**src/rtl/nps_pkg.sv**
```systemverilog
`timescale 1ns / 1ps

package nps_pkg;

    // Width of the start value and of the prime; the design holds for 4 to 32.
    localparam int unsigned VALUE_BITS = 12;

    // Trial divisors stop just above sqrt(2**VALUE_BITS), so half the width plus one
    // bit holds every divisor that is tried.
    localparam int unsigned DIV_BITS = VALUE_BITS / 2 + 1;

    // The running square of the divisor overshoots the candidate by at most
    // 2*sqrt(c)+1, which stays below 2**(VALUE_BITS+1).
    localparam int unsigned SQ_BITS = VALUE_BITS + 1;

    // Bit counter of the serial remainder unit.
    localparam int unsigned CNT_BITS = $clog2(VALUE_BITS + 1);

    // Distance from 2**bits down to the largest prime below it.
    function automatic int unsigned prime_offset(input int unsigned bits);
        int unsigned k;
        begin
            unique case (bits)
                4:       k = 3;
                5:       k = 1;
                6:       k = 3;
                7:       k = 1;
                8:       k = 5;
                9:       k = 3;
                10:      k = 3;
                11:      k = 9;
                12:      k = 3;
                13:      k = 1;
                14:      k = 3;
                15:      k = 19;
                16:      k = 15;
                17:      k = 1;
                18:      k = 5;
                19:      k = 1;
                20:      k = 3;
                21:      k = 9;
                22:      k = 3;
                23:      k = 15;
                24:      k = 3;
                25:      k = 39;
                26:      k = 5;
                27:      k = 39;
                28:      k = 57;
                29:      k = 3;
                30:      k = 35;
                31:      k = 1;
                32:      k = 5;
                default: k = 1;
            endcase
            return k;
        end
    endfunction

    localparam logic [63:0] LARGEST_PRIME =
        (64'd1 << VALUE_BITS) - 64'(prime_offset(VALUE_BITS));

    // Largest start value whose next prime still fits in the field.
    localparam logic [VALUE_BITS-1:0] ACCEPT_LIMIT = VALUE_BITS'(LARGEST_PRIME - 64'd1);

    typedef struct packed {
        logic start;
    } t_rem_ctl;

    typedef struct packed {
        logic done;
        logic zero;
    } t_rem_stat;

endpackage

```
**src/rtl/nps_serial_rem.sv**
```systemverilog
`timescale 1ns / 1ps

// Restoring remainder, one dividend bit per cycle, most significant bit first.
module nps_serial_rem (
    input  logic                               i_clk,
    input  logic                               i_rst_n,
    input  nps_pkg::t_rem_ctl                  i_ctl,
    input  logic [nps_pkg::VALUE_BITS-1:0]     i_dividend,
    input  logic [nps_pkg::DIV_BITS-1:0]       i_divisor,
    output nps_pkg::t_rem_stat                 o_stat
);

    logic [nps_pkg::VALUE_BITS-1:0] r_shift, n_shift;
    logic [nps_pkg::DIV_BITS-1:0]   r_rem, n_rem;
    logic [nps_pkg::DIV_BITS-1:0]   r_divisor, n_divisor;
    logic [nps_pkg::CNT_BITS-1:0]   r_count, n_count;
    logic                           r_busy, n_busy;
    logic                           r_done, n_done;
    logic [nps_pkg::DIV_BITS:0]     w_trial;

    // The partial remainder stays below the divisor, so one compare and
    // subtract per bit keeps it reduced.
    always_comb begin
        w_trial   = {r_rem, r_shift[nps_pkg::VALUE_BITS-1]};
        n_shift   = r_shift;
        n_rem     = r_rem;
        n_divisor = r_divisor;
        n_count   = r_count;
        n_busy    = r_busy;
        n_done    = 1'b0;
        if (i_ctl.start) begin
            n_shift   = i_dividend;
            n_rem     = '0;
            n_divisor = i_divisor;
            n_count   = '0;
            n_busy    = 1'b1;
        end else if (r_busy) begin
            if (w_trial >= {1'b0, r_divisor}) begin
                w_trial = w_trial - {1'b0, r_divisor};
            end
            n_rem   = w_trial[nps_pkg::DIV_BITS-1:0];
            n_shift = {r_shift[nps_pkg::VALUE_BITS-2:0], 1'b0};
            n_count = r_count + nps_pkg::CNT_BITS'(1);
            if (r_count == nps_pkg::CNT_BITS'(nps_pkg::VALUE_BITS - 1)) begin
                n_busy = 1'b0;
                n_done = 1'b1;
            end
        end
    end

    always_ff @(posedge i_clk) begin
        if (!i_rst_n) begin
            r_busy <= 1'b0;
            r_done <= 1'b0;
        end else begin
            r_busy <= n_busy;
            r_done <= n_done;
        end
        r_shift   <= n_shift;
        r_rem     <= n_rem;
        r_divisor <= n_divisor;
        r_count   <= n_count;
    end

    assign o_stat.done = r_done;
    assign o_stat.zero = (r_rem == '0);

endmodule

```
**src/rtl/next_prime_search.sv**
```systemverilog
`timescale 1ns / 1ps

// Channel | Direction | Handshake                 | Payload
// --------+-----------+---------------------------+------------------------------
// in      | input     | i_in_valid / o_in_stall   | i_start_value
// out     | output    | o_out_valid / i_out_stall | o_next_prime, o_range_error
//
// One start value is searched at a time. An out-of-range value skips the search:
// S_IDLE sends it straight to S_FINISH, and from there it enters the output register.
// Otherwise each trial division is a square test in S_CHECK and then a pass through the
// bit-serial remainder unit in S_DIVIDE, until a candidate passes the square test.
// Reset (i_rst_n low at a clock edge) returns the sequencer to idle and empties
// the output register. A new value is taken while a result waits in the output
// register; a finished search holds until that register frees up.
module next_prime_search (
    input  logic                               i_clk,
    input  logic                               i_rst_n,
    input  logic                               i_in_valid,
    output logic                               o_in_stall,
    input  logic [nps_pkg::VALUE_BITS-1:0]     i_start_value,
    output logic                               o_out_valid,
    input  logic                               i_out_stall,
    output logic [nps_pkg::VALUE_BITS-1:0]     o_next_prime,
    output logic                               o_range_error
);

    typedef enum logic [3:0] {
        S_IDLE   = 4'b0001,
        S_CHECK  = 4'b0010,
        S_DIVIDE = 4'b0100,
        S_FINISH = 4'b1000
    } t_state;

    t_state                          r_state, n_state;
    logic [nps_pkg::VALUE_BITS-1:0]  r_cand, n_cand;
    logic [nps_pkg::DIV_BITS-1:0]    r_div, n_div;
    logic [nps_pkg::SQ_BITS-1:0]     r_square, n_square;
    logic [nps_pkg::VALUE_BITS-1:0]  r_res_prime, n_res_prime;
    logic                            r_res_err, n_res_err;
    logic                            r_out_valid, n_out_valid;
    logic [nps_pkg::VALUE_BITS-1:0]  r_out_prime, n_out_prime;
    logic                            r_out_err, n_out_err;
    nps_pkg::t_rem_ctl               w_rem_ctl;
    nps_pkg::t_rem_stat              w_rem_stat;
    logic                            w_in_xfer;
    logic                            w_load_out;

    assign w_in_xfer  = i_in_valid && (r_state == S_IDLE);
    assign w_load_out = (r_state == S_FINISH) && (!r_out_valid || !i_out_stall);

    always_comb begin
        n_state          = r_state;
        n_cand           = r_cand;
        n_div            = r_div;
        n_square         = r_square;
        n_res_prime      = r_res_prime;
        n_res_err        = r_res_err;
        w_rem_ctl.start  = 1'b0;
        unique case (r_state)
            S_IDLE: begin
                if (w_in_xfer) begin
                    n_div    = nps_pkg::DIV_BITS'(2);
                    n_square = nps_pkg::SQ_BITS'(4);
                    // First candidate is n + 1, moved up to odd unless it is two.
                    if (i_start_value[0] && (i_start_value != nps_pkg::VALUE_BITS'(1))) begin
                        n_cand = i_start_value + nps_pkg::VALUE_BITS'(2);
                    end else begin
                        n_cand = i_start_value + nps_pkg::VALUE_BITS'(1);
                    end
                    if ((i_start_value == '0) || (i_start_value > nps_pkg::ACCEPT_LIMIT)) begin
                        n_res_prime = '0;
                        n_res_err   = 1'b1;
                        n_state     = S_FINISH;
                    end else begin
                        n_state = S_CHECK;
                    end
                end
            end
            S_CHECK: begin
                // No divisor up to the square root divides the candidate.
                if (r_square > {1'b0, r_cand}) begin
                    n_res_prime = r_cand;
                    n_res_err   = 1'b0;
                    n_state     = S_FINISH;
                end else begin
                    w_rem_ctl.start = 1'b1;
                    n_state         = S_DIVIDE;
                end
            end
            S_DIVIDE: begin
                if (w_rem_stat.done) begin
                    if (w_rem_stat.zero) begin
                        n_cand   = r_cand + nps_pkg::VALUE_BITS'(2);
                        n_div    = nps_pkg::DIV_BITS'(2);
                        n_square = nps_pkg::SQ_BITS'(4);
                    end else begin
                        // (d + 1)^2 = d^2 + 2d + 1
                        n_div    = r_div + nps_pkg::DIV_BITS'(1);
                        n_square = r_square + nps_pkg::SQ_BITS'({r_div, 1'b0})
                                 + nps_pkg::SQ_BITS'(1);
                    end
                    n_state = S_CHECK;
                end
            end
            S_FINISH: begin
                if (w_load_out) begin
                    n_state = S_IDLE;
                end
            end
            default: begin
                n_state = S_IDLE;
            end
        endcase
    end

    always_comb begin
        n_out_valid = r_out_valid;
        n_out_prime = r_out_prime;
        n_out_err   = r_out_err;
        if (w_load_out) begin
            n_out_valid = 1'b1;
            n_out_prime = r_res_prime;
            n_out_err   = r_res_err;
        end else if (r_out_valid && !i_out_stall) begin
            n_out_valid = 1'b0;
        end
    end

    always_ff @(posedge i_clk) begin
        if (!i_rst_n) begin
            r_state     <= S_IDLE;
            r_out_valid <= 1'b0;
        end else begin
            r_state     <= n_state;
            r_out_valid <= n_out_valid;
        end
        r_cand      <= n_cand;
        r_div       <= n_div;
        r_square    <= n_square;
        r_res_prime <= n_res_prime;
        r_res_err   <= n_res_err;
        r_out_prime <= n_out_prime;
        r_out_err   <= n_out_err;
    end

    nps_serial_rem u_rem (
        .i_clk      (i_clk),
        .i_rst_n    (i_rst_n),
        .i_ctl      (w_rem_ctl),
        .i_dividend (r_cand),
        .i_divisor  (r_div),
        .o_stat     (w_rem_stat)
    );

    assign o_in_stall    = (r_state != S_IDLE);
    assign o_out_valid   = r_out_valid;
    assign o_next_prime  = r_out_prime;
    assign o_range_error = r_out_err;

endmodule

```
**config.mk**
```make
export PLATFORM = sky130hd
export DESIGN_NAME = next_prime_search
export DESIGN_NICKNAME = d
export VERILOG_FILES = /design/src/rtl/nps_pkg.sv /design/src/rtl/nps_serial_rem.sv /design/src/rtl/next_prime_search.sv
export SDC_FILE = /design/constraint.sdc
export NUM_CORES = 1
export LEC_CHECK = 0
export ABC_AREA = 1
export BUFFER_PORTS_ARGS = -buffer_cell sky130_fd_sc_hd__buf_2
export CORE_MARGIN = 2
export CORE_UTILIZATION = 40
export CTS_CLUSTER_SIZE = 12
export DETAILED_ROUTE_END_ITERATION = 8
export GPL_ROUTABILITY_DRIVEN = 0
export PLACE_DENSITY = 0.58
export SKIP_CTS_REPAIR_TIMING = 1
export SLEW_MARGIN = 10
export SYNTH_ARGS = -nofsm -noshare
export SYNTH_HDL_FRONTEND = slang
export SYNTH_SLANG_ARGS = --single-unit
```
**constraint.sdc**
```tcl
create_clock -name i_clk -period 3.3 [get_ports i_clk]
set_clock_uncertainty 0.15 [all_clocks]
set_input_delay 0.495 -clock i_clk [delete_from_list [all_inputs] [get_ports i_clk]]
set_output_delay 0.495 -clock i_clk [all_outputs]
set_load 0.005 [all_outputs]
```
### Word-level counts from Yosys, hierarchy flattened

Cells that the tools add are included.

| storage, ports and cells | value |
|---|---|
| register bits | 95 |
| bits in latches | 0 |
| memory bits (writable) | 0 |
| memory bits (read-only) | 0 |
| input port bits | 16 |
| output and inout bits | 15 |
| logic and storage cells | 98 |
| memories | 0 |

| cells by class | value |
|---|---|
| add/subtract/negate cells | 8 |
| multipliers | 0 |
| divide/modulo/power cells | 0 |
| order comparisons | 3 |
| eq/ne operators | 13 |
| shift operators | 0 |
| multiplexer cells | 38 |
| bitwise gates (word level) | 2 |
| reductions and logical operators | 19 |

Operators by type and width:

| operator | count |
|---|---|
| $mux 12 | 9 |
| $pmux 12 s2 | 2 |
| $mux 13 | 3 |
| $mux 7 | 4 |
| $pmux 13 s2 | 1 |
| $add 12x2->12 const B | 2 |
| $mux 4 | 5 |
| $pmux 4 s4 | 1 |
| $pmux 7 s2 | 1 |
| $add 13x1->13 const B | 1 |
| $add 13x8->13 | 1 |
| $gt 13x12->1 | 1 |
| $add 12x1->12 const B | 1 |
| $gt 12x12->1 const B | 1 |
| $logic_not 12->1 | 1 |
| $ne 12x1->1 const B | 1 |
| $mux 1 | 11 |
| $eq 4x4->1 const B | 2 |
| $ge 8x7->1 | 1 |
| $reduce_and 4->1 | 2 |
| $reduce_bool 2->1 | 4 |
| $add 7x1->7 const B | 1 |
| $logic_not 7->1 | 1 |
| $sub 7x7->7 | 1 |
| other kinds (14) | 25 |

### Logic depth before layout (Yosys ltp)

Gate-level depths: netlist of run 1.

| depth | value |
|---|---|
| depth after elaboration | 5 |
| mapped depth | 13 |
| depth with buffers taken out | 12 |

### By module

A second synthesis of run 1 with hierarchy kept.

| second synthesis, totals | value |
|---|---|
| cells, all modules | 651 |
| area, all modules | 5540.3 um^2 |

Modules (own cells, without submodules):

| module | instances | cells an instance | area an instance (um^2) | seq. area each (um^2) |
|---|---|---|---|---|
| next_prime_search | 1 | 443 | 3828.7 | 1841.8 |
| nps_serial_rem | 1 | 208 | 1711.6 | 830.8 |

### Worst setup path after synthesis of run 1

No wires, ideal clock.

| timing path | value |
|---|---|
| path kind | flip-flop to flip-flop |
| from | reg r_state[0] |
| to | reg r_cand[10] (netlist name), enable pin |
| setup time | 0.382 ns |
| arrival time | 2.171 ns |
| required time | 2.768 ns |
| slack | 0.597 ns |
| stages on the path, launching flop included | 8 |
| path through | dfxtp_1 inv_1 nand2_1 nor3_4 buf_6 nor2_1 nor2_2 a21boi_1 |

| between the ends | value |
|---|---|
| word-level cells in the longest chain between the ends | 4 |
| elaborated cells between the ends (all ways) | 8 |

RTL lines:

| item | RTL line | source |
|---|---|---|
| start, declared | next_prime_search.sv:34 | `t_state r_state, n_state;` |
| start signal, assigned | next_prime_search.sv:134 | `r_state <= n_state;` |
| $eq 4x1->1 | next_prime_search.sv:48, next_prime_search.sv:59 |  |
| $logic_and 1x1->1 | next_prime_search.sv:48 | `assign w_in_xfer = i_in_valid && (r_state == S_IDLE);` |
| $ne 2x2->1 (no source line) | n/a |  |
| $reduce_and 4->1 (no source line) * | n/a |  |
| end signal, assigned | next_prime_search.sv:137 | `r_cand <= n_cand;` |
| end, declared | next_prime_search.sv:35 | `logic [nps_pkg::VALUE_BITS-1:0] r_cand, n_cand;` |

Mark *: on every way between the ends. The rest lies on a longest branch, timed or not.
A chain may end at the register's enable or synchronous reset.

### Final worst setup path of run 1

| timing path | value |
|---|---|
| from | reg r_square[8] (netlist name) |
| to | reg r_res_prime[9] (netlist name), enable pin |

| between the ends | value |
|---|---|
| word-level cells in the longest chain between the ends | 3 |

RTL lines:

| item | RTL line | source |
|---|---|---|
| start, declared | next_prime_search.sv:37 | `logic [nps_pkg::SQ_BITS-1:0] r_square, n_square;` |
| start signal, assigned | next_prime_search.sv:139 | `r_square <= n_square;` |
| $gt 13x12->1 | next_prime_search.sv:81 | `if (r_square > {1'b0, r_cand}) begin` |
| $ne 2x2->1 (no source line) | n/a |  |
| $reduce_and 4->1 (no source line) | n/a |  |
| end signal, assigned | next_prime_search.sv:140 | `r_res_prime <= n_res_prime;` |
| end, declared | next_prime_search.sv:38 | `logic [nps_pkg::VALUE_BITS-1:0] r_res_prime, n_res_prime;` |

Every way passes these cells.

==> results.txt, run 1 <==
The utilization after layout was 46.1%; the initial cell density of the core was 41.1%. For the total wirelength of the detailed-routed design, the log shows 11600 µm. Worst flop-to-flop path endpoint: r_res_prime[9]$_SDFFCE_PP0P_. The count of final hold-check violations is 0. The number of endpoints failing setup at the final stage is 0.

Startpoint type of the worst setup path: a register. The startpoint identified for the worst register-to-register timing path is r_square[8]$_SDFFCE_PP0P_. In this run the tightest slew margin relative to its limit is 26.9%. In the synthesized netlist the dominant register cell turns out to be edfxtp_1. The synthesized netlist contains 43 unique library cells. During I/O placement, the number of pins put on the boundary was 31. The post-synthesis area per instance was 8.68 µm². The first-iteration detailed-routing DRC count was 299. The total power density per cell area was 861 nW/µm². The tightest min-delay check is of the in -> reg type.

Along the worst hold path, the cell count comes to 2. The tree is rooted in a clkbuf_16. The number of sinks driven by the clock tree was 95; the clock latency on the worst-skew pair was 350 ps. Max-cap violations in this run came to 0. The data arrival time of the worst path came out at 2540 ps. The routed design could run at a clock period as short as 2700 ps. The residual DRC count is 0. The xor and xnor fraction of the mapped netlist area is 3.22%, and the compound-cell area share of the yosys netlist is 7.86%. The path with the worst hold slack has its endpoint at r_state[0]$_SDFFE_PN1P_. Counting the buffers created by CTS gives 9. After technology mapping, the gate count stands at 627. Summed over all cells, the static leakage comes to 0.00267 µW.

After synthesis, the share of cell area in mux cells is 0%. The count of pins over their slew limit is 0. The synthesized-area fraction occupied by adder cells was 8.32%; the net total in the final layout was 713. The run finished with clean final reports.

The number of global-route vias before repair was 4018. The detailed router placed 4240 vias in this run. Based on the critical path, the design can be clocked at up to 371 MHz. Counting flops with an async set or reset pin after synthesis yields a share of 0%. The first-pass GRT wire length was 19300 µm. Dividing the detail-routed via count by the number of cells gives 5.03. The floorplan step defined a core boundary enclosing 13200 µm². Setup repair after global routing left no endpoint under its margin. The logs give 600 ps for the slack of the worst reg-to-reg path and 0 for the post-route antenna net violation count. The number of flops mapped to enable cells by yosys came out at 77.

Horizontal die dimension: 121 µm. The fraction of final layout cells sized beyond drive strength 1 is 11.2%, and the chip height is 121 µm. The run gives 0 as the number of antenna violations at the first check in global routing. The number of nets in the synthesized netlist was 678; the count of TritonRoute iterations in the first routing pass was 5.

The run gives 0 as the yosys synthesis warning count. After routing, the total negative slack on setup checks comes to 0 ps. Cell at the slowest stage of the critical path: edfxtp_1. For the global-route usage over all layers, the log shows 16.8%.

The run gives 49.1% as the part of the Yosys area used for sequential elements. The relative area change from synthesis to final layout came out at 12.3%. The critical path goes through ha_1 > nand2_1 > inv_1 > nand3_1 > nor2_1 > nand2_1 > nand2_1 > nand2_1 > nand2_2 > nand2_1 > inv_1. Most common cell type on the critical path: nand2_1. Measured in cells, the most critical reg-to-reg path has a length of 11. After layout, the worst path uses 81.8% of the clock period. Buffers placed on the I/O ports in this run total 30. The routed wire length per instance was 13.8 µm.

The launch instance of the worst min-delay path was i_rst_n. The die covers 14600 µm². The run gives 2 as the maximum buffer depth of the clock tree. TritonCTS built the clock tree. The largest net degree at the start of global routing is 24, and the site row count is 42.

After Yosys synthesis, and, or, nand and nor cells account for 24.3% of the synthesized area. The worst-path maximum fanout is 23. Largest family of logic cells by synthesized area: simple AND/OR/NAND/NOR gates.

STA classifies the critical path endpoint as a register. For the worst setup path, the data required time is 3140 ps. The post-CTS clock slew at the launch and capture registers of the worst setup and hold paths came out at 70 ps. CTS built an H-tree with a depth of 3. Across the VDD grid, the largest voltage drop is 0.389 mV. The synthesized area is 5440 µm², and the slew of the pin with the lowest slew margin is 1090 ps. Summed over all layers, the global routing overflow is 0. The number of register bits inferred by synthesis is 95, and the antenna cell count is 0.

The kind of critical path is reg -> reg. Largest stage delay on the critical path: 510 ps. Detailed placement ended at an HPWL of 8750 µm.
layout make-up:
type | count | area, µm²
Timing Repair Buffer | 33 | 173
Fill cell | 1283 | 7130
Clock inverter | 7 | 101
Tap cell | 176 | 220
Clock buffer | 9 | 225
Sequential cell | 95 | 2670
Multi-Input combinational cell | 434 | 2380
Inverter | 89 | 337
worst max path at each step:
stage	startpoint	to	slack (ps)	cells after the start
final	r_square[8]$_SDFFCE_PP0P_	r_res_prime[9]$_SDFFCE_PP0P_	600	11
after global routing	r_cand[9]$_DFFE_PP_	r_res_prime[3]$_SDFFCE_PP0P_	300	10
after CTS	r_square[8]$_SDFFCE_PP0P_	r_res_prime[9]$_SDFFCE_PP0P_	590	11
after detailed placement	r_cand[3]$_DFFE_PP_	r_res_err$_DFFE_PP_	610	12
after global placement	r_cand[1]$_DFFE_PP_	r_res_err$_DFFE_PP_	630	12
after floorplan	r_state[0]$_SDFFE_PN1P_	r_cand[10]$_DFFE_PP_	600	7
kinds of logic after synthesis:
| family | after synthesis |
|---|---|
| fa+ha+maj | 35 |
| xor+xnor | 20 |
| flops | 95 |
| simple gates | 300 |
| compound gates | 79 |
| buf+inv | 98 |
synthesized netlist by cell type (all sizes together) (2+ instances only):
master,count,area (µm²)
a21o,2,15.0
a21oi,39,199
a31oi,2,12.5
buf,6,41.3
clkbuf,3,11.3
dfxtp,18,360
edfxtp,77,2310
fa,2,40.0
ha,33,413
inv,88,333
nand2,153,584
nand3,48,255
nand4,17,106
nor2,66,265
nor3,9,66.3
nor3b,2,15.0
o21ai,29,149
or2,4,25.0
xnor2,3,26.3
xor2,17,149
where the power goes:
part	switching (µW)	leakage, µW	internal [µW]
combinational	1300	0.00165	670
sequential	309	0.000863	1860
clock	504	0.000156	614
total	2120	0.00267	3140
per-layer routing:
layer	track usage, %	part of all wire [%]	wire [µm]
met5	0	0	0
met4	6.47	2.1	240
met3	3.21	4.1	475
met2	27.2	47	5410
met1	22.3	47	5500
cell usage in the layout (no fill, tap or decap), drive strengths merged:
master / count
a211oi: 1
a21boi: 1
a21o: 2
a21oi: 39
a31o: 1
a31oi: 2
and3: 1
buf: 33
bufinv: 1
clkbuf: 9
clkinv: 3
clkinvlp: 1
dfxtp: 18
edfxtp: 77
fa: 2
ha: 33
inv: 91
nand2: 153
nand3: 48
nand4: 17
nor2: 66
nor3: 9
nor3b: 2
o211ai: 1
o21a: 1
o21ai: 29
o22ai: 1
o31ai: 1
or2: 4
xnor2: 3
xor2: 17
through the flow:
stage | power [µW] | cells | setup WS [ps] | hold slack [ps] | cell area (µm²)
6_report | 5260 | 843 | 601 | 250 | 6110
3_5_place_dp | 4170 | 827 | 608 | 258 | 5780
3_3_place_gp | 4110 | 827 | 633 | 253 | 5780
5_1_grt | 5680 | 843 | 303 | 257 | 6110
2_1_floorplan | 3580 | 627 | 597 | 250 | 5440
4_1_cts | 5290 | 843 | 590 | 240 | 6110
critical path, delay by kind of cell (launching register included):
family / cells / cell delay, ps
adder cells (fa/ha/maj): 1 / 350
buffers and inverters: 2 / 450
AND/OR/NAND/NOR: 8 / 880
flip-flops: 1 / 510
state kept, by name (all words and copies together) (netlist names):
signal,cells
r_res_err,1
u_rem.r_shift,12
u_rem.r_rem,7
r_res_prime,12
u_rem.r_busy,1
o_next_prime,12
r_div,7
r_square,13
r_state,4
u_rem.r_done,1
r_cand,12
u_rem.r_count,4
o_range_error,1
u_rem.r_divisor,7
o_out_valid,1
Note: power is estimated with default switching activity, not from simulation.
==> inputs of run 2 (changes only) <==
==> constraint.sdc (replaced) <==
create_clock -name i_clk -period 2.5 [get_ports i_clk]
set_clock_uncertainty 0.15 [all_clocks]
set_input_delay 0.375 -clock i_clk [delete_from_list [all_inputs] [get_ports i_clk]]
set_output_delay 0.375 -clock i_clk [all_outputs]
set_load 0.005 [all_outputs]
==> run 2 against run 1 <==
Effect of this change:
- total power up 35%
- cell count up 1.3%
- design area up 1.6%
- global-route usage down 0.51 points
- die area unchanged
- core utilization up 0.74 points
- via count about the same
- worst setup slack worse by 410 ps
- sequential power up 31%
- critical endpoint is now r_res_prime[3]$_SDFFCE_PP0P_
- largest cell class unchanged
- highest routed layer unchanged
==> results.txt, run 2 (same netlist as run 1, synthesis figures left out) <==
The top-level I/O count was 31 (unchanged). Slew of the pin with the lowest slew margin: 647 ps (was 1090 ps). The cell type group with the largest total delay on the critical path is simple AND/OR/NAND/NOR gates (unchanged). The relative area change from synthesis to final layout was 14.0% (was 12.3%); the antenna cell count was 0 (unchanged).

The hold path depth was 2 (unchanged); the final period utilization was 92.2% (was 81.8%). The remaining global-route overflow is 0 (unchanged). The worst path required time was 2410 ps (was 3140 ps); the headroom to the max-slew limit was 56.6% (was 26.9%). The clock latency on the worst-skew pair was 350 ps (about the same); the number of H-tree levels was 3 (unchanged). The kind of critical path was reg -> reg (unchanged). The logs give 2 (unchanged) for the maximum buffer depth of the clock tree and 0 (unchanged) for the number of violations of the max-capacitance limit. The worst-path maximum fanout is 13 (was 23), and the count of TritonRoute iterations in the first routing pass is 4 (was 5). The utilization after layout was 46.9% (was 46.1%). The run gives 724 (was 713) as the net total in the final layout.

Leading cell types in the layout, fill and taps excluded: 149 x nand2_1, 82 x inv_1, 77 x edfxtp_1, 61 x nor2_1, 45 x nand3_1 (was 149 x nand2_1, 83 x inv_1, 77 x edfxtp_1, 61 x nor2_1, 45 x nand3_1). The global-route usage over all layers is 16.3% (was 16.8%). First-iteration detailed-routing DRC count: 279 (was 299). The logs give 5870 µm² (was 5780 µm²) for the cell area after placement and 0 (unchanged) for the number of antenna violations at the first check in global routing. Area of all placed cells without fillers: 6210 µm² (was 6110 µm²).

For the number of endpoints failing setup at the final stage, the log shows 0 (unchanged). The register containing the most flip-flops in the final layout is r_square (unchanged). The count of buffering cells on the critical path with inverters included came out at 3 (was 2).

TritonCTS built the clock tree. The total wirelength of the detailed-routed design was 11700 µm (was 11600 µm). For the number of sinks driven by the clock tree, the log shows 95 (unchanged). The count of pins over their slew limit is 0 (unchanged), and the post-layout minimum cycle time is 2300 ps (was 2700 ps). The run gives 18600 µm (was 19300 µm) as the first-pass GRT wire length.

The sum of negative setup slack is 0 ps (unchanged). For the highest clock rate, the log shows 434 MHz (was 371 MHz). The flow ran to the end, and the final reports show no timing, DRC or antenna violations.

Most common library cell in the layout ignoring fill and taps: nand2_1 (unchanged). For the number of global-route vias before repair, the log shows 3933 (was 4018). The horizontal die dimension works out to 121 µm (unchanged). The most common cell type on the critical path was nand2_1 (unchanged). Root buffer cell: clkbuf_16 (unchanged). The kind of end point of the critical path is a register (unchanged). The cell at the slowest stage of the critical path was edfxtp_1 (unchanged). Largest stage delay on the critical path: 400 ps (was 510 ps). The placeable core region is 13200 µm² (unchanged). The chip height is 121 µm (unchanged).

The floorplan die area was 14600 µm² (unchanged). The count of final hold-check violations came out at 0 (unchanged). The number of vias per cell is 4.97 (was 5.03), and the fraction of final layout cells sized beyond drive strength 1 is 13.0% (was 11.2%). The number of buffers created by CTS was 9 (unchanged). The post-CTS clock slew at the launch and capture registers of the worst setup and hold paths was 80 ps (was 70 ps); the post-route antenna net violation count was 0 (unchanged). The startpoint type of the worst setup path is a register (unchanged). The number of flip-flops under the largest register name is 13 (unchanged), and the logic depth of the worst register-to-register path is 13 (was 11).

The data arrival time of the worst path was 2220 ps (was 2540 ps). The cell leakage power is 0.00274 µW (was 0.00267 µW). The total number of cells along the worst setup path was 13 (was 11). Setup repair after global routing left no endpoint under its margin.

Count of port buffers added during placement: 30 (unchanged). The total power density per cell area works out to 1140 nW/µm² (was 861 nW/µm²). The tools report the total via count in the routed design as 4243 (was 4240). The HPWL reported at the end of detailed placement was 9030 µm (was 8750 µm).

The maximum VDD drop came out at 0.416 mV (was 0.389 mV). The largest net degree at the start of global routing is 21 (was 24). The class of the tightest hold or removal check is in -> reg (unchanged).

The run gives 41.1% (unchanged) as the initial cell density of the core. The site row count is 42 (unchanged). Critical Path, Cell by Cell: inv_1 > ha_1 > nand2_1 > nor2_1 > nand2_1 > nand3_1 > nand2_1 > nand2_1 > nand2_1 > nand2_4 > nand2_1 > inv_1 > buf_12 (was ha_1 > nand2_1 > inv_1 > nand3_1 > nor2_1 > nand2_1 > nand2_1 > nand2_1 > nand2_2 > nand2_1 > inv_1). Routed wire length per instance: 13.7 µm (was 13.8 µm). The run gives 0 (unchanged) as the residual DRC count.
## run 2: cell types whose count changed in the layout (fill, tap and decap cells not counted), sizes merged
cell | previous run | this run
buf | 33 | 44
clkinv | 3 | 2
clkinvlp | 1 | 0
inv | 91 | 93
## run 2: area by class of cell
class,count,area [µm²]
Sequential cell,95,2670
Timing Repair Buffer,44,268
Multi-Input combinational cell,434,2390
Inverter,89,337
Fill cell,1304,7040
Clock buffer,9,225
Clock inverter,7,95.1
Tap cell,176,220
## run 2: final timing paths
kind                           startpoint                      endpoint  slack (ps)
min reg2reg  r_res_prime[7]$_SDFFCE_PP0P_     o_next_prime[7]$_DFFE_PP_         280
max                   r_cand[3]$_DFFE_PP_  r_res_prime[3]$_SDFFCE_PP0P_         200
min                               i_rst_n       r_state[0]$_SDFFE_PN1P_         120
max reg2reg           r_cand[3]$_DFFE_PP_  r_res_prime[3]$_SDFFCE_PP0P_         200
## run 2: metal layers
| layer | global-route usage [%] | vias to the layer above | wire length [µm] |
|---|---|---|---|
| li1 | - | 2191 | - |
| met2 | 26.6 | 73 | 5460 |
| met3 | 2.92 | 17 | 431 |
| met4 | 6.18 | 0 | 271 |
| met1 | 21.6 | 1962 | 5570 |
| met5 | 0 | - | 0 |
## run 2: per-stage QoR
step | total power (µW) | setup slack (ps) | std cells | hold slack, ps
after floorplan | 4730 | 3.98 | 627 | 250
after global placement | 5530 | 129 | 836 | 253
after detailed placement | 5630 | 104 | 836 | 262
after CTS | 7100 | 81.1 | 852 | 122
after global routing | 7610 | 7.27 | 854 | 125
final | 7090 | 196 | 854 | 124
## run 2: power breakdown
group / internal [µW] / total [µW] / switching (µW)
logic: 1000 / 2800 / 1800
registers: 2440 / 2840 / 391
clock network: 809 / 1450 / 645
